[src/sv/htsed_pkg.sv]
`timescale 1ns / 1ps
package htsed_pkg;

  localparam int PENDING_DEPTH_DEF = 32;
  localparam int CNT_W = 9;

  localparam logic [1:0] KIND_NONE = 2'd0;
  localparam logic [1:0] KIND_AMP = 2'd1;
  localparam logic [1:0] KIND_NAMED = 2'd2;
  localparam logic [1:0] KIND_NUMERIC = 2'd3;

  typedef struct packed {
    logic [CNT_W-1:0] flush_cnt;
    logic             has_byte;
    logic [7:0]       data;
    logic             last;
  } op_t;

  // Lowercase name, right-justified, first letter highest.
  function automatic logic [7:0] ent_code(input logic [47:0] nm);
    logic [7:0] c;
    case (nm)
      48'("lt"): c = "<";
      48'("gt"): c = ">";
      48'("amp"): c = "#";
      48'("quot"): c = "\"";
      48'("nbsp"): c = " ";
      48'("iexcl"): c = "!";
      48'("cent"): c = " ";
      48'("pound"): c = " ";
      48'("curren"): c = " ";
      48'("yen"): c = " ";
      48'("brvbar"): c = "|";
      48'("sect"): c = " ";
      48'("uml"): c = " ";
      48'("copy"): c = " ";
      48'("ordf"): c = " ";
      48'("laquo"): c = " ";
      48'("not"): c = " ";
      48'("shy"): c = " ";
      48'("reg"): c = " ";
      48'("macr"): c = " ";
      48'("deg"): c = " ";
      48'("plusmn"): c = "+";
      48'("acute"): c = "^";
      48'("micro"): c = " ";
      48'("para"): c = " ";
      48'("middot"): c = " ";
      48'("cedil"): c = "c";
      48'("ordm"): c = " ";
      48'("raquo"): c = " ";
      48'("iquest"): c = " ";
      48'("agrave"): c = "a";
      48'("aacute"): c = "a";
      48'("acirc"): c = "a";
      48'("atilde"): c = "a";
      48'("auml"): c = "a";
      48'("aring"): c = "a";
      48'("aelig"): c = "a";
      48'("ccedil"): c = "c";
      48'("egrave"): c = "e";
      48'("eacute"): c = "e";
      48'("ecirc"): c = "e";
      48'("euml"): c = "e";
      48'("igrave"): c = "i";
      48'("iacute"): c = "i";
      48'("icirc"): c = "i";
      48'("iuml"): c = "i";
      48'("eth"): c = " ";
      48'("ntilde"): c = "n";
      48'("ograve"): c = "o";
      48'("oacute"): c = "o";
      48'("ocirc"): c = "o";
      48'("otilde"): c = "o";
      48'("ouml"): c = "o";
      48'("times"): c = "x";
      48'("oslash"): c = "o";
      48'("ugrave"): c = "u";
      48'("uacute"): c = "u";
      48'("ucirc"): c = "u";
      48'("uuml"): c = "u";
      48'("yacute"): c = "y";
      48'("thorn"): c = " ";
      48'("szlig"): c = "s";
      48'("divide"): c = "/";
      48'("yuml"): c = "y";
      default: c = 8'd0;
    endcase
    return c;
  endfunction

endpackage

[src/sv/htsed_ram.sv]
`timescale 1ns / 1ps
module htsed_ram #(
  parameter int WIDTH = 8,
  parameter int DEPTH = 32
) (
  input  logic                     clk,
  input  logic                     wr_en,
  input  logic [$clog2(DEPTH)-1:0] wr_addr,
  input  logic [WIDTH-1:0]         wr_data,
  input  logic [$clog2(DEPTH)-1:0] rd_addr,
  output logic [WIDTH-1:0]         rd_data
);

  logic [WIDTH-1:0] mem [DEPTH];
  logic [WIDTH-1:0] rd_data_r;

  always_ff @(posedge clk) begin
    if (wr_en) begin
      mem[wr_addr] <= wr_data;
    end
    rd_data_r <= mem[rd_addr];
  end

  assign rd_data = rd_data_r;

endmodule

[src/sv/htsed_front.sv]
`timescale 1ns / 1ps
module htsed_front #(
  parameter int PENDING_DEPTH = htsed_pkg::PENDING_DEPTH_DEF
) (
  input  logic                             clk,
  input  logic                             rst_n,
  input  logic                             in_valid,
  output logic                             in_ready,
  input  logic [7:0]                       in_text_byte,
  input  logic                             in_end_of_text,
  output logic                             push,
  output htsed_pkg::op_t                   push_op,
  input  logic                             q_ready,
  input  logic                             flush_done,
  output logic                             wr_en,
  output logic [$clog2(PENDING_DEPTH)-1:0] wr_addr,
  output logic [7:0]                       wr_data
);

  localparam int CW = $clog2(PENDING_DEPTH + 1);
  localparam int AW = $clog2(PENDING_DEPTH);
  localparam int NW = htsed_pkg::CNT_W;
  localparam logic [CW-1:0] DEPTH_C = CW'(PENDING_DEPTH);

  logic          tag_r, tag_nxt;
  logic [1:0]    kind_r, kind_nxt;
  logic [CW-1:0] cnt_r, cnt_nxt;
  logic [7:0]    num_r, num_nxt;
  logic          nz_r, nz_nxt;
  logic          ended_r, ended_nxt;
  logic [47:0]   name_r, name_nxt;
  logic          long_r, long_nxt;
  logic          busy_r, busy_nxt;

  logic          accept, letter, digit, grow, fail, plain, fin;
  logic [7:0]    b, d, code;
  logic [CW-1:0] fl;
  logic          hb;
  logic [7:0]    bt;

  assign in_ready = !busy_r && q_ready;
  assign accept = in_valid && in_ready;
  assign b = in_text_byte;
  assign letter = (b >= "A" && b <= "Z") || (b >= "a" && b <= "z");
  assign digit = (b >= "0" && b <= "9");
  assign d = b - 8'h30;
  assign code = long_r ? 8'd0 : htsed_pkg::ent_code(name_r);

  always_comb begin
    tag_nxt = tag_r;
    kind_nxt = kind_r;
    cnt_nxt = cnt_r;
    num_nxt = num_r;
    nz_nxt = nz_r;
    ended_nxt = ended_r;
    name_nxt = name_r;
    long_nxt = long_r;
    fl = '0;
    hb = 1'b0;
    bt = b;
    wr_en = 1'b0;
    wr_addr = cnt_r[AW-1:0];
    wr_data = b;
    grow = 1'b0;
    fail = 1'b0;
    plain = 1'b0;
    fin = 1'b0;
    if (accept && !ended_r) begin
      fin = (b == 8'd0) || in_end_of_text;
      if (b != 8'd0) begin
        case (kind_r)
          htsed_pkg::KIND_NONE: plain = 1'b1;
          htsed_pkg::KIND_AMP: begin
            if (letter) begin
              kind_nxt = htsed_pkg::KIND_NAMED;
              grow = 1'b1;
            end else if (b == "#") begin
              kind_nxt = htsed_pkg::KIND_NUMERIC;
              grow = 1'b1;
            end else begin
              fail = 1'b1;
            end
          end
          htsed_pkg::KIND_NAMED: begin
            if (letter) begin
              grow = 1'b1;
            end else if (b == ";") begin
              hb = (code != 8'd0);
              bt = code;
              kind_nxt = htsed_pkg::KIND_NONE;
              cnt_nxt = '0;
            end else begin
              fail = 1'b1;
            end
          end
          default: begin
            if (digit) begin
              grow = 1'b1;
            end else if (b == ";" && cnt_r >= CW'(3)) begin
              hb = nz_r;
              bt = num_r;
              kind_nxt = htsed_pkg::KIND_NONE;
              cnt_nxt = '0;
            end else begin
              fail = 1'b1;
            end
          end
        endcase
        if (grow) begin
          if (cnt_r < DEPTH_C) begin
            wr_en = 1'b1;
            cnt_nxt = cnt_r + CW'(1);
            if (kind_r == htsed_pkg::KIND_NUMERIC) begin
              num_nxt = (num_r << 3) + (num_r << 1) + d;
              nz_nxt = nz_r || (d != 8'd0);
            end else if (letter) begin
              name_nxt = {name_r[39:0], b | 8'h20};
              long_nxt = long_r || (cnt_r >= CW'(7));
            end
          end else begin
            kind_nxt = kind_r;
            fail = 1'b1;
          end
        end
        if (fail) begin
          fl = cnt_r;
          kind_nxt = htsed_pkg::KIND_NONE;
          cnt_nxt = '0;
          plain = 1'b1;
        end
        if (plain) begin
          if (tag_r) begin
            if (b == ">") begin
              tag_nxt = 1'b0;
            end
          end else if (b == "<") begin
            tag_nxt = 1'b1;
          end else if (b == "&") begin
            kind_nxt = htsed_pkg::KIND_AMP;
            cnt_nxt = CW'(1);
            wr_en = 1'b1;
            wr_addr = '0;
          end else begin
            hb = 1'b1;
            bt = b;
          end
        end
        if (kind_nxt == htsed_pkg::KIND_NONE || kind_nxt == htsed_pkg::KIND_AMP) begin
          if (kind_nxt == htsed_pkg::KIND_AMP || kind_r != kind_nxt) begin
            num_nxt = '0;
            nz_nxt = 1'b0;
            name_nxt = '0;
            long_nxt = 1'b0;
          end
        end
      end
      if (fin) begin
        if (fail) begin
          if (cnt_nxt != '0) begin
            hb = 1'b1;
            bt = "&";
          end
        end else begin
          fl = cnt_nxt;
        end
        ended_nxt = 1'b1;
        kind_nxt = htsed_pkg::KIND_NONE;
        cnt_nxt = '0;
      end
    end
  end

  assign push = (fl != '0) || hb || fin;
  assign push_op = '{flush_cnt: NW'(fl), has_byte: hb, data: bt, last: fin};

  always_comb begin
    if (busy_r) begin
      busy_nxt = !flush_done;
    end else begin
      busy_nxt = push && (fl != '0);
    end
  end

  always_ff @(posedge clk) begin
    if (!rst_n) begin
      tag_r <= 1'b0;
      kind_r <= htsed_pkg::KIND_NONE;
      cnt_r <= '0;
      num_r <= '0;
      nz_r <= 1'b0;
      ended_r <= 1'b0;
      name_r <= '0;
      long_r <= 1'b0;
      busy_r <= 1'b0;
    end else begin
      tag_r <= tag_nxt;
      kind_r <= kind_nxt;
      cnt_r <= cnt_nxt;
      num_r <= num_nxt;
      nz_r <= nz_nxt;
      ended_r <= ended_nxt;
      name_r <= name_nxt;
      long_r <= long_nxt;
      busy_r <= busy_nxt;
    end
  end

endmodule

[src/sv/htsed_queue.sv]
`timescale 1ns / 1ps
module htsed_queue (
  input  logic           clk,
  input  logic           rst_n,
  input  logic           push,
  input  htsed_pkg::op_t push_op,
  output logic           q_ready,
  input  logic           pop,
  output logic           q_valid,
  output htsed_pkg::op_t q_op
);

  htsed_pkg::op_t ent_r [2];
  logic       wp_r, wp_nxt, rp_r, rp_nxt;
  logic [1:0] n_r, n_nxt;

  assign q_ready = (n_r != 2'd2);
  assign q_valid = (n_r != 2'd0);
  assign q_op = ent_r[rp_r];

  always_comb begin
    wp_nxt = wp_r;
    rp_nxt = rp_r;
    n_nxt = n_r;
    if (push && q_ready) begin
      wp_nxt = !wp_r;
      n_nxt = n_nxt + 2'd1;
    end
    if (pop && q_valid) begin
      rp_nxt = !rp_r;
      n_nxt = n_nxt - 2'd1;
    end
  end

  always_ff @(posedge clk) begin
    if (push && q_ready) begin
      ent_r[wp_r] <= push_op;
    end
    if (!rst_n) begin
      wp_r <= 1'b0;
      rp_r <= 1'b0;
      n_r <= 2'd0;
    end else begin
      wp_r <= wp_nxt;
      rp_r <= rp_nxt;
      n_r <= n_nxt;
    end
  end

endmodule

[src/sv/htsed_back.sv]
`timescale 1ns / 1ps
module htsed_back #(
  parameter int PENDING_DEPTH = htsed_pkg::PENDING_DEPTH_DEF
) (
  input  logic                             clk,
  input  logic                             rst_n,
  input  logic                             q_valid,
  input  htsed_pkg::op_t                   q_op,
  output logic                             pop,
  output logic                             flush_done,
  output logic [$clog2(PENDING_DEPTH)-1:0] rd_addr,
  input  logic [7:0]                       rd_data,
  output logic                             out_valid,
  input  logic                             out_ready,
  output logic [7:0]                       out_byte,
  output logic                             out_byte_valid,
  output logic                             out_end_marker
);

  localparam int AW = $clog2(PENDING_DEPTH);
  localparam int NW = htsed_pkg::CNT_W;

  typedef enum logic [3:0] {
    ST_IDLE = 4'b0001,
    ST_NEXT = 4'b0010,
    ST_RD   = 4'b0100,
    ST_SHOW = 4'b1000
  } st_t;

  st_t         st_r, st_nxt;
  logic [NW-1:0] idx_r, idx_nxt, ccnt_r, ccnt_nxt;
  logic        chas_r, chas_nxt, cval_r, cval_nxt, cend_r, cend_nxt;
  logic [7:0]  cbyte_r, cbyte_nxt;
  logic [7:0]  ob_r, ob_nxt;
  logic        ov_r, ov_nxt, oe_r, oe_nxt;

  assign rd_addr = idx_r[AW-1:0];
  assign out_valid = (st_r == ST_SHOW);
  assign out_byte = ob_r;
  assign out_byte_valid = ov_r;
  assign out_end_marker = oe_r;

  always_comb begin
    st_nxt = st_r;
    idx_nxt = idx_r;
    ccnt_nxt = ccnt_r;
    chas_nxt = chas_r;
    cval_nxt = cval_r;
    cend_nxt = cend_r;
    cbyte_nxt = cbyte_r;
    ob_nxt = ob_r;
    ov_nxt = ov_r;
    oe_nxt = oe_r;
    pop = 1'b0;
    flush_done = 1'b0;
    case (st_r)
      ST_IDLE: begin
        if (q_valid) begin
          pop = 1'b1;
          idx_nxt = '0;
          ccnt_nxt = q_op.flush_cnt;
          cend_nxt = q_op.last;
          // bare end marker when nothing else comes out
          if (q_op.last && q_op.flush_cnt == '0 && !q_op.has_byte) begin
            chas_nxt = 1'b1;
            cval_nxt = 1'b0;
            cbyte_nxt = 8'd0;
          end else begin
            chas_nxt = q_op.has_byte;
            cval_nxt = 1'b1;
            cbyte_nxt = q_op.data;
          end
          st_nxt = ST_NEXT;
        end
      end
      ST_NEXT: begin
        if (idx_r < ccnt_r) begin
          st_nxt = ST_RD;
        end else if (chas_r) begin
          ob_nxt = cbyte_r;
          ov_nxt = cval_r;
          oe_nxt = cend_r;
          chas_nxt = 1'b0;
          st_nxt = ST_SHOW;
        end else begin
          flush_done = (ccnt_r != '0);
          st_nxt = ST_IDLE;
        end
      end
      ST_RD: begin
        ob_nxt = rd_data;
        ov_nxt = 1'b1;
        oe_nxt = cend_r && !chas_r && (idx_r + NW'(1) == ccnt_r);
        idx_nxt = idx_r + NW'(1);
        st_nxt = ST_SHOW;
      end
      ST_SHOW: begin
        if (out_ready) begin
          st_nxt = ST_NEXT;
        end
      end
      default: st_nxt = ST_IDLE;
    endcase
  end

  always_ff @(posedge clk) begin
    idx_r <= idx_nxt;
    ccnt_r <= ccnt_nxt;
    chas_r <= chas_nxt;
    cval_r <= cval_nxt;
    cend_r <= cend_nxt;
    cbyte_r <= cbyte_nxt;
    ob_r <= ob_nxt;
    ov_r <= ov_nxt;
    oe_r <= oe_nxt;
    if (!rst_n) begin
      st_r <= ST_IDLE;
    end else begin
      st_r <= st_nxt;
    end
  end

endmodule

[src/sv/html_tag_strip_entity_decoder_unit.sv]
`timescale 1ns / 1ps
// Tag stripper and entity decoder.
// Input channel (in_valid/in_ready): one text byte per beat with an end flag;
// a zero byte or the end flag closes the text, after which beats are taken
// and dropped until reset.
// Output channel (out_valid/out_ready): cleaned bytes, one per beat; the last
// beat of the text has out_end_marker set, and a bare marker has
// out_byte_valid low.
// The front classifies each byte in the cycle it is taken and posts at most
// one op to a two-entry queue; the back expands ops into beats.
// In the back a plain byte passes through the idle, next and show states; a
// failed entity flush of n bytes reads each pending byte through next, read
// and show, the read of the pending buffer RAM being registered, plus a show
// for the breaking byte when it is emitted. Input is held off while a flush is
// outstanding or the queue is full.
// Reset clears tag, entity and end state; the pending buffer is not cleared.
// A stalled receiver holds the output beat and backs up through the queue.
module html_tag_strip_entity_decoder_unit #(
  parameter int PENDING_DEPTH = htsed_pkg::PENDING_DEPTH_DEF
) (
  input  logic       clk,
  input  logic       rst_n,
  input  logic       in_valid,
  output logic       in_ready,
  input  logic [7:0] in_text_byte,
  input  logic       in_end_of_text,
  output logic       out_valid,
  input  logic       out_ready,
  output logic [7:0] out_byte,
  output logic       out_byte_valid,
  output logic       out_end_marker
);

  localparam int AW = $clog2(PENDING_DEPTH);

  logic           push, q_ready, pop, q_valid, flush_done, wr_en;
  htsed_pkg::op_t push_op, q_op;
  logic [AW-1:0]  wr_addr, rd_addr;
  logic [7:0]     wr_data, rd_data;

  htsed_front #(.PENDING_DEPTH(PENDING_DEPTH)) u_front (
    .clk(clk), .rst_n(rst_n), .in_valid(in_valid), .in_ready(in_ready),
    .in_text_byte(in_text_byte), .in_end_of_text(in_end_of_text),
    .push(push), .push_op(push_op), .q_ready(q_ready), .flush_done(flush_done),
    .wr_en(wr_en), .wr_addr(wr_addr), .wr_data(wr_data)
  );

  htsed_queue u_queue (
    .clk(clk), .rst_n(rst_n), .push(push), .push_op(push_op), .q_ready(q_ready),
    .pop(pop), .q_valid(q_valid), .q_op(q_op)
  );

  htsed_ram #(.WIDTH(8), .DEPTH(PENDING_DEPTH)) u_ram (
    .clk(clk), .wr_en(wr_en), .wr_addr(wr_addr), .wr_data(wr_data),
    .rd_addr(rd_addr), .rd_data(rd_data)
  );

  htsed_back #(.PENDING_DEPTH(PENDING_DEPTH)) u_back (
    .clk(clk), .rst_n(rst_n), .q_valid(q_valid), .q_op(q_op), .pop(pop),
    .flush_done(flush_done), .rd_addr(rd_addr), .rd_data(rd_data),
    .out_valid(out_valid), .out_ready(out_ready), .out_byte(out_byte),
    .out_byte_valid(out_byte_valid), .out_end_marker(out_end_marker)
  );

endmodule

[config.mk]
export PLATFORM = sky130hd
export DESIGN_NAME = html_tag_strip_entity_decoder_unit
export DESIGN_NICKNAME = d
export VERILOG_FILES = /design/src/sv/htsed_pkg.sv /design/src/sv/htsed_ram.sv /design/src/sv/htsed_front.sv /design/src/sv/htsed_queue.sv /design/src/sv/htsed_back.sv /design/src/sv/html_tag_strip_entity_decoder_unit.sv
export SDC_FILE = /design/constraint.sdc
export NUM_CORES = 1
export LEC_CHECK = 0
export ABC_AREA = 1
export ABC_CLOCK_PERIOD_IN_PS = 6500
export BUFFER_PORTS_ARGS = -buffer_cell sky130_fd_sc_hd__buf_2
export CORE_MARGIN = 3
export CORE_UTILIZATION = 45
export DETAILED_ROUTE_END_ITERATION = 16
export HOLD_SLACK_MARGIN = 0.08
export PLACE_DENSITY_LB_ADDON = 0.08
export RECOVER_POWER = 25
export SLEW_MARGIN = 20
export SYNTH_ARGS = -nofsm -noshare
export SYNTH_HDL_FRONTEND = slang
export SYNTH_SLANG_ARGS = --single-unit
[constraint.sdc]
create_clock -name clk -period 6.5 [get_ports clk]
set_input_delay 0.975 -clock clk [delete_from_list [all_inputs] [get_ports clk]]
set_output_delay 0.975 -clock clk [all_outputs]
set_load 0.1 [all_outputs]
==> results_dict.tcl <==
set metrics [dict create \
    status "finished, violations left" \
    violations "max-capacitance violations, max-slew violations" \
    grt_overflow 0 \
    path_class "in2reg" \
    clock-sinks 410 \
    hpwl_um 42700 \
    clk_latency_ns 0.58 \
    nets 2340 \
    gp_congestion 0.986 \
    max-slew-margin-rel_pct -29.3 \
    coreArea_mm2 0.0445 \
    cts_root_buf "clkbuf_16" \
    port_buffers 24 \
    hold_depth 1 \
    cts_resized 0 \
    ff2ff_path_depth 13 \
    synth_edf_count 324 \
    maxSlewViolCount 64 \
    synth_area_per_cell_um2 8.91 \
    synth_fp_nets 2336 \
    numPlacedInstances 2844 \
    routed_wl_um 60600 \
    clock.fmax_mhz 190 \
    final_area_mm2 0.0226 \
    hold_class "reg2reg" \
    cts_buffer_depth 3 \
    routed_via_density 5.61 \
    vias 16387 \
    synthArstFlopShare_pct 0 \
    nFillCells 4218 \
    final_cell_mix "484 x nor2_1, 404 x nand2_1, 324 x edfxtp_1" \
    layout_min_cycle_time_ns 5.26 \
    yosysSeqAreaShare_pct 56.0 \
    wl_per_cell_um 20.7 \
    antennaDiodeCount 0 \
    ys_warn_count 0 \
    fp-row-count 77 \
    tritoncts "built" \
    clkTransAtPathRegs_ns 0.06 \
    report.final.setup_viol 0 \
    die_x_um 219 \
    start_kind "input pin" \
    worstHoldStart "u_queue.rp_r$_SDFFE_PN0P_" \
    synth_flop_cell "edfxtp_1" \
    die_height_um 219 \
    ys_types 63 \
    final_antenna_net_count 0 \
    drc 0 \
    irDropWorstVdd_mv 0.347 \
    p_leak_nw 8.25 \
    clock_skew_ns 0.0206 \
    area_growth_pct 10.3 \
    pin_count 25 \
    fin_tns_setup_ns 0 \
    initial_core_util_pct 45.9 \
    syn_inst 2295 \
    syn_area_mm2 0.0204 \
    min_to "u_queue.rp_r$_SDFFE_PN0P_" \
    placed_area_mm2 0.0211 \
    hold_viol 0 \
    grt_pass1_vias 15579 \
    r2r_end "u_ram.mem[17][3]$_DFFE_PP_" \
    cp_data_arrival_time_ns 5.45 \
    r2r-start "u_queue.n_r[0]$_SDFF_PN0_" \
    r2r_setup_slack_ns 2.54 \
    grt_max_degree 68 \
    post-route-period-util_pct 80.9 \
    drtIter0Drc 1625 \
    yosys-top-cells-area "edfxtp_1 48%, nor2_1 8.9%, dfxtp_1 8.4%" \
    synth_top_area_cell "edfxtp_1" \
    die_area_mm2 0.0480 \
    fin_util_pct 50.7 \
    cts_setup_buffers 0 \
    antenna_found_initial 0 \
    rsz0062_at_grt "no" \
    drive_gt1_share_pct 7.29 \
    holdBufCountCts 0 \
    layout_setup_ws_ns 1.24 \
    cts_made_buffers 44 \
    layout_commonest_cell "nor2_1" \
    grt_usage_pct 25.2 \
    worstSetupEndpointType "flip-flop" \
    max_slew.worst_pin.slew_ns 1.94 \
    h-tree-depth 2 \
    firstDrtPassIters 6 \
    power_density_mw_per_mm2 331 \
    maxCapViolCount 2 \
    yosysTopAreaCellShare_pct 47.6 \
    pre_cts_slack_ns 1.45 \
    crit_fanout 37 \
    final_cells 2923 \
    grt_pass1_wl_um 92500 \
    synth-seq-cells 410 \
    cp.required_ns 6.70 \
]
==> layer usage <==
| layer | GRT usage [%] | vias up | share of wire, % | wire (µm) |
|---|---|---|---|---|
| li1 | - | 7856 | - | - |
| met1 | 35.8 | 7841 | 45 | 27400 |
| met2 | 39.3 | 589 | 45 | 27000 |
| met3 | 5.16 | 101 | 7.6 | 4610 |
| met4 | 7.30 | 0 | 2.5 | 1510 |
| met5 | 0 | - | 0 | 0 |
==> sequential cells by signal, indices dropped and copies added, names as in the netlist, 2 cells and up, named ones only <==
name	count
u_queue.ent_r	32
u_back.cbyte_r	8
u_front.num_r	8
u_ram.mem	256
u_front.kind_r	2
u_back.out_byte	8
u_ram.rd_data	8
u_back.ccnt_r	6
u_front.name_r	48
u_front.cnt_r	6
u_queue.n_r	2
u_back.st_r	4
u_back.idx_r	9
==> logic make-up (layout without fill, tap and decap cells) <==
logic type                 count (synthesis)  after routing  share of synthesized area (%)
adders and majority gates                 28             28                           1.90
AOI/OAI and AO/OA                        416            416                           12.0
muxes                                      5              5                          0.251
DFF                                      410            410                           56.0
and+or+nand+nor                         1123           1123                           23.4
buffers and inverters                    294            330                           5.59
xor gates and xnor gates                  19             19                          0.814
==> cells in the mapped netlist, types with 5 or more instances <==
| cell type | count |
|---|---|
| nand3_2 | 5 |
| o21ai_1 | 5 |
| xnor2_1 | 6 |
| nor3_1 | 34 |
| inv_2 | 7 |
| nand3b_1 | 10 |
| o22ai_1 | 74 |
| buf_1 | 7 |
| clkbuf_1 | 70 |
| o21a_1 | 7 |
| ha_1 | 23 |
| fa_1 | 5 |
| o211ai_1 | 5 |
| a21oi_1 | 66 |
| nor2_2 | 12 |
| o32ai_1 | 6 |
| dfxtp_1 | 86 |
| xor2_1 | 13 |
| nand2_2 | 8 |
| o21ai_0 | 182 |
| inv_1 | 189 |
| nand3_1 | 108 |
| buf_2 | 12 |
| nand2_1 | 404 |
| nand4_1 | 30 |
| nor2_1 | 485 |
| nor2_4 | 7 |
| a22oi_1 | 43 |
| edfxtp_1 | 324 |
==> worst max path at each step <==
stage,endpoint,from,slack [ns],cells past startpoint
global placement,u_ram.mem[19][6]$_DFFE_PP_,in_text_byte[1],1.47,15
CTS,u_ram.mem[17][3]$_DFFE_PP_,in_text_byte[1],2.04,15
global route,u_ram.mem[19][3]$_DFFE_PP_,in_text_byte[0],0.98,14
finish,u_ram.mem[17][3]$_DFFE_PP_,in_text_byte[0],1.24,14
detailed placement,u_ram.mem[17][0]$_DFFE_PP_,in_text_byte[1],1.45,15
floorplan,u_ram.mem[0][0]$_DFFE_PP_,u_queue.n_r[0]$_SDFF_PN0_,1.99,11
==> report_power, final <==
| part | switching [mW] | total, mW | internal, mW | leakage (nW) |
|---|---|---|---|---|
| Clock | 1.01 | 2.45 | 1.44 | 0.691 |
| Combinational | 1.35 | 1.87 | 0.514 | 3.92 |
| Sequential | 0.104 | 3.16 | 3.06 | 3.64 |
==> metrics by stage <==
| step | power [mW] | hold WS [ns] |
|---|---|---|
| floorplan | 4.42 | 0.425 |
| global placement | 5.07 | 0.438 |
| detailed placement | 5.08 | 0.442 |
| CTS | 7.52 | 0.452 |
| global route | 7.86 | 0.473 |
| finish | 7.48 | 0.458 |
==> cell type report <==
type	instances	area, µm²	area share [%]
flip-flops and latches	410	11500	50.8
multi-input cells	1591	7860	34.9
clock buffers	60	1220	5.42
inverters	201	763	3.38
well taps	592	741	3.28
repair buffers	51	319	1.41
clock inverters	18	193	0.854
==> critical path: stages <==
cell and delay [ns]:
clkbuf_1 0.22, clkbuf_1 1.42, nand2_1 0.09, inv_1 0.18, nand3_1 0.14, nand2_1 0.09, nand2_1 0.08, nand3_4 0.18
nand3_4 0.16, nand3_2 0.12, nor2_1 0.09, inv_1 0.18, nand4_1 0.60, nor2_1 0.89
Note: power is estimated with default switching activity, not from simulation.
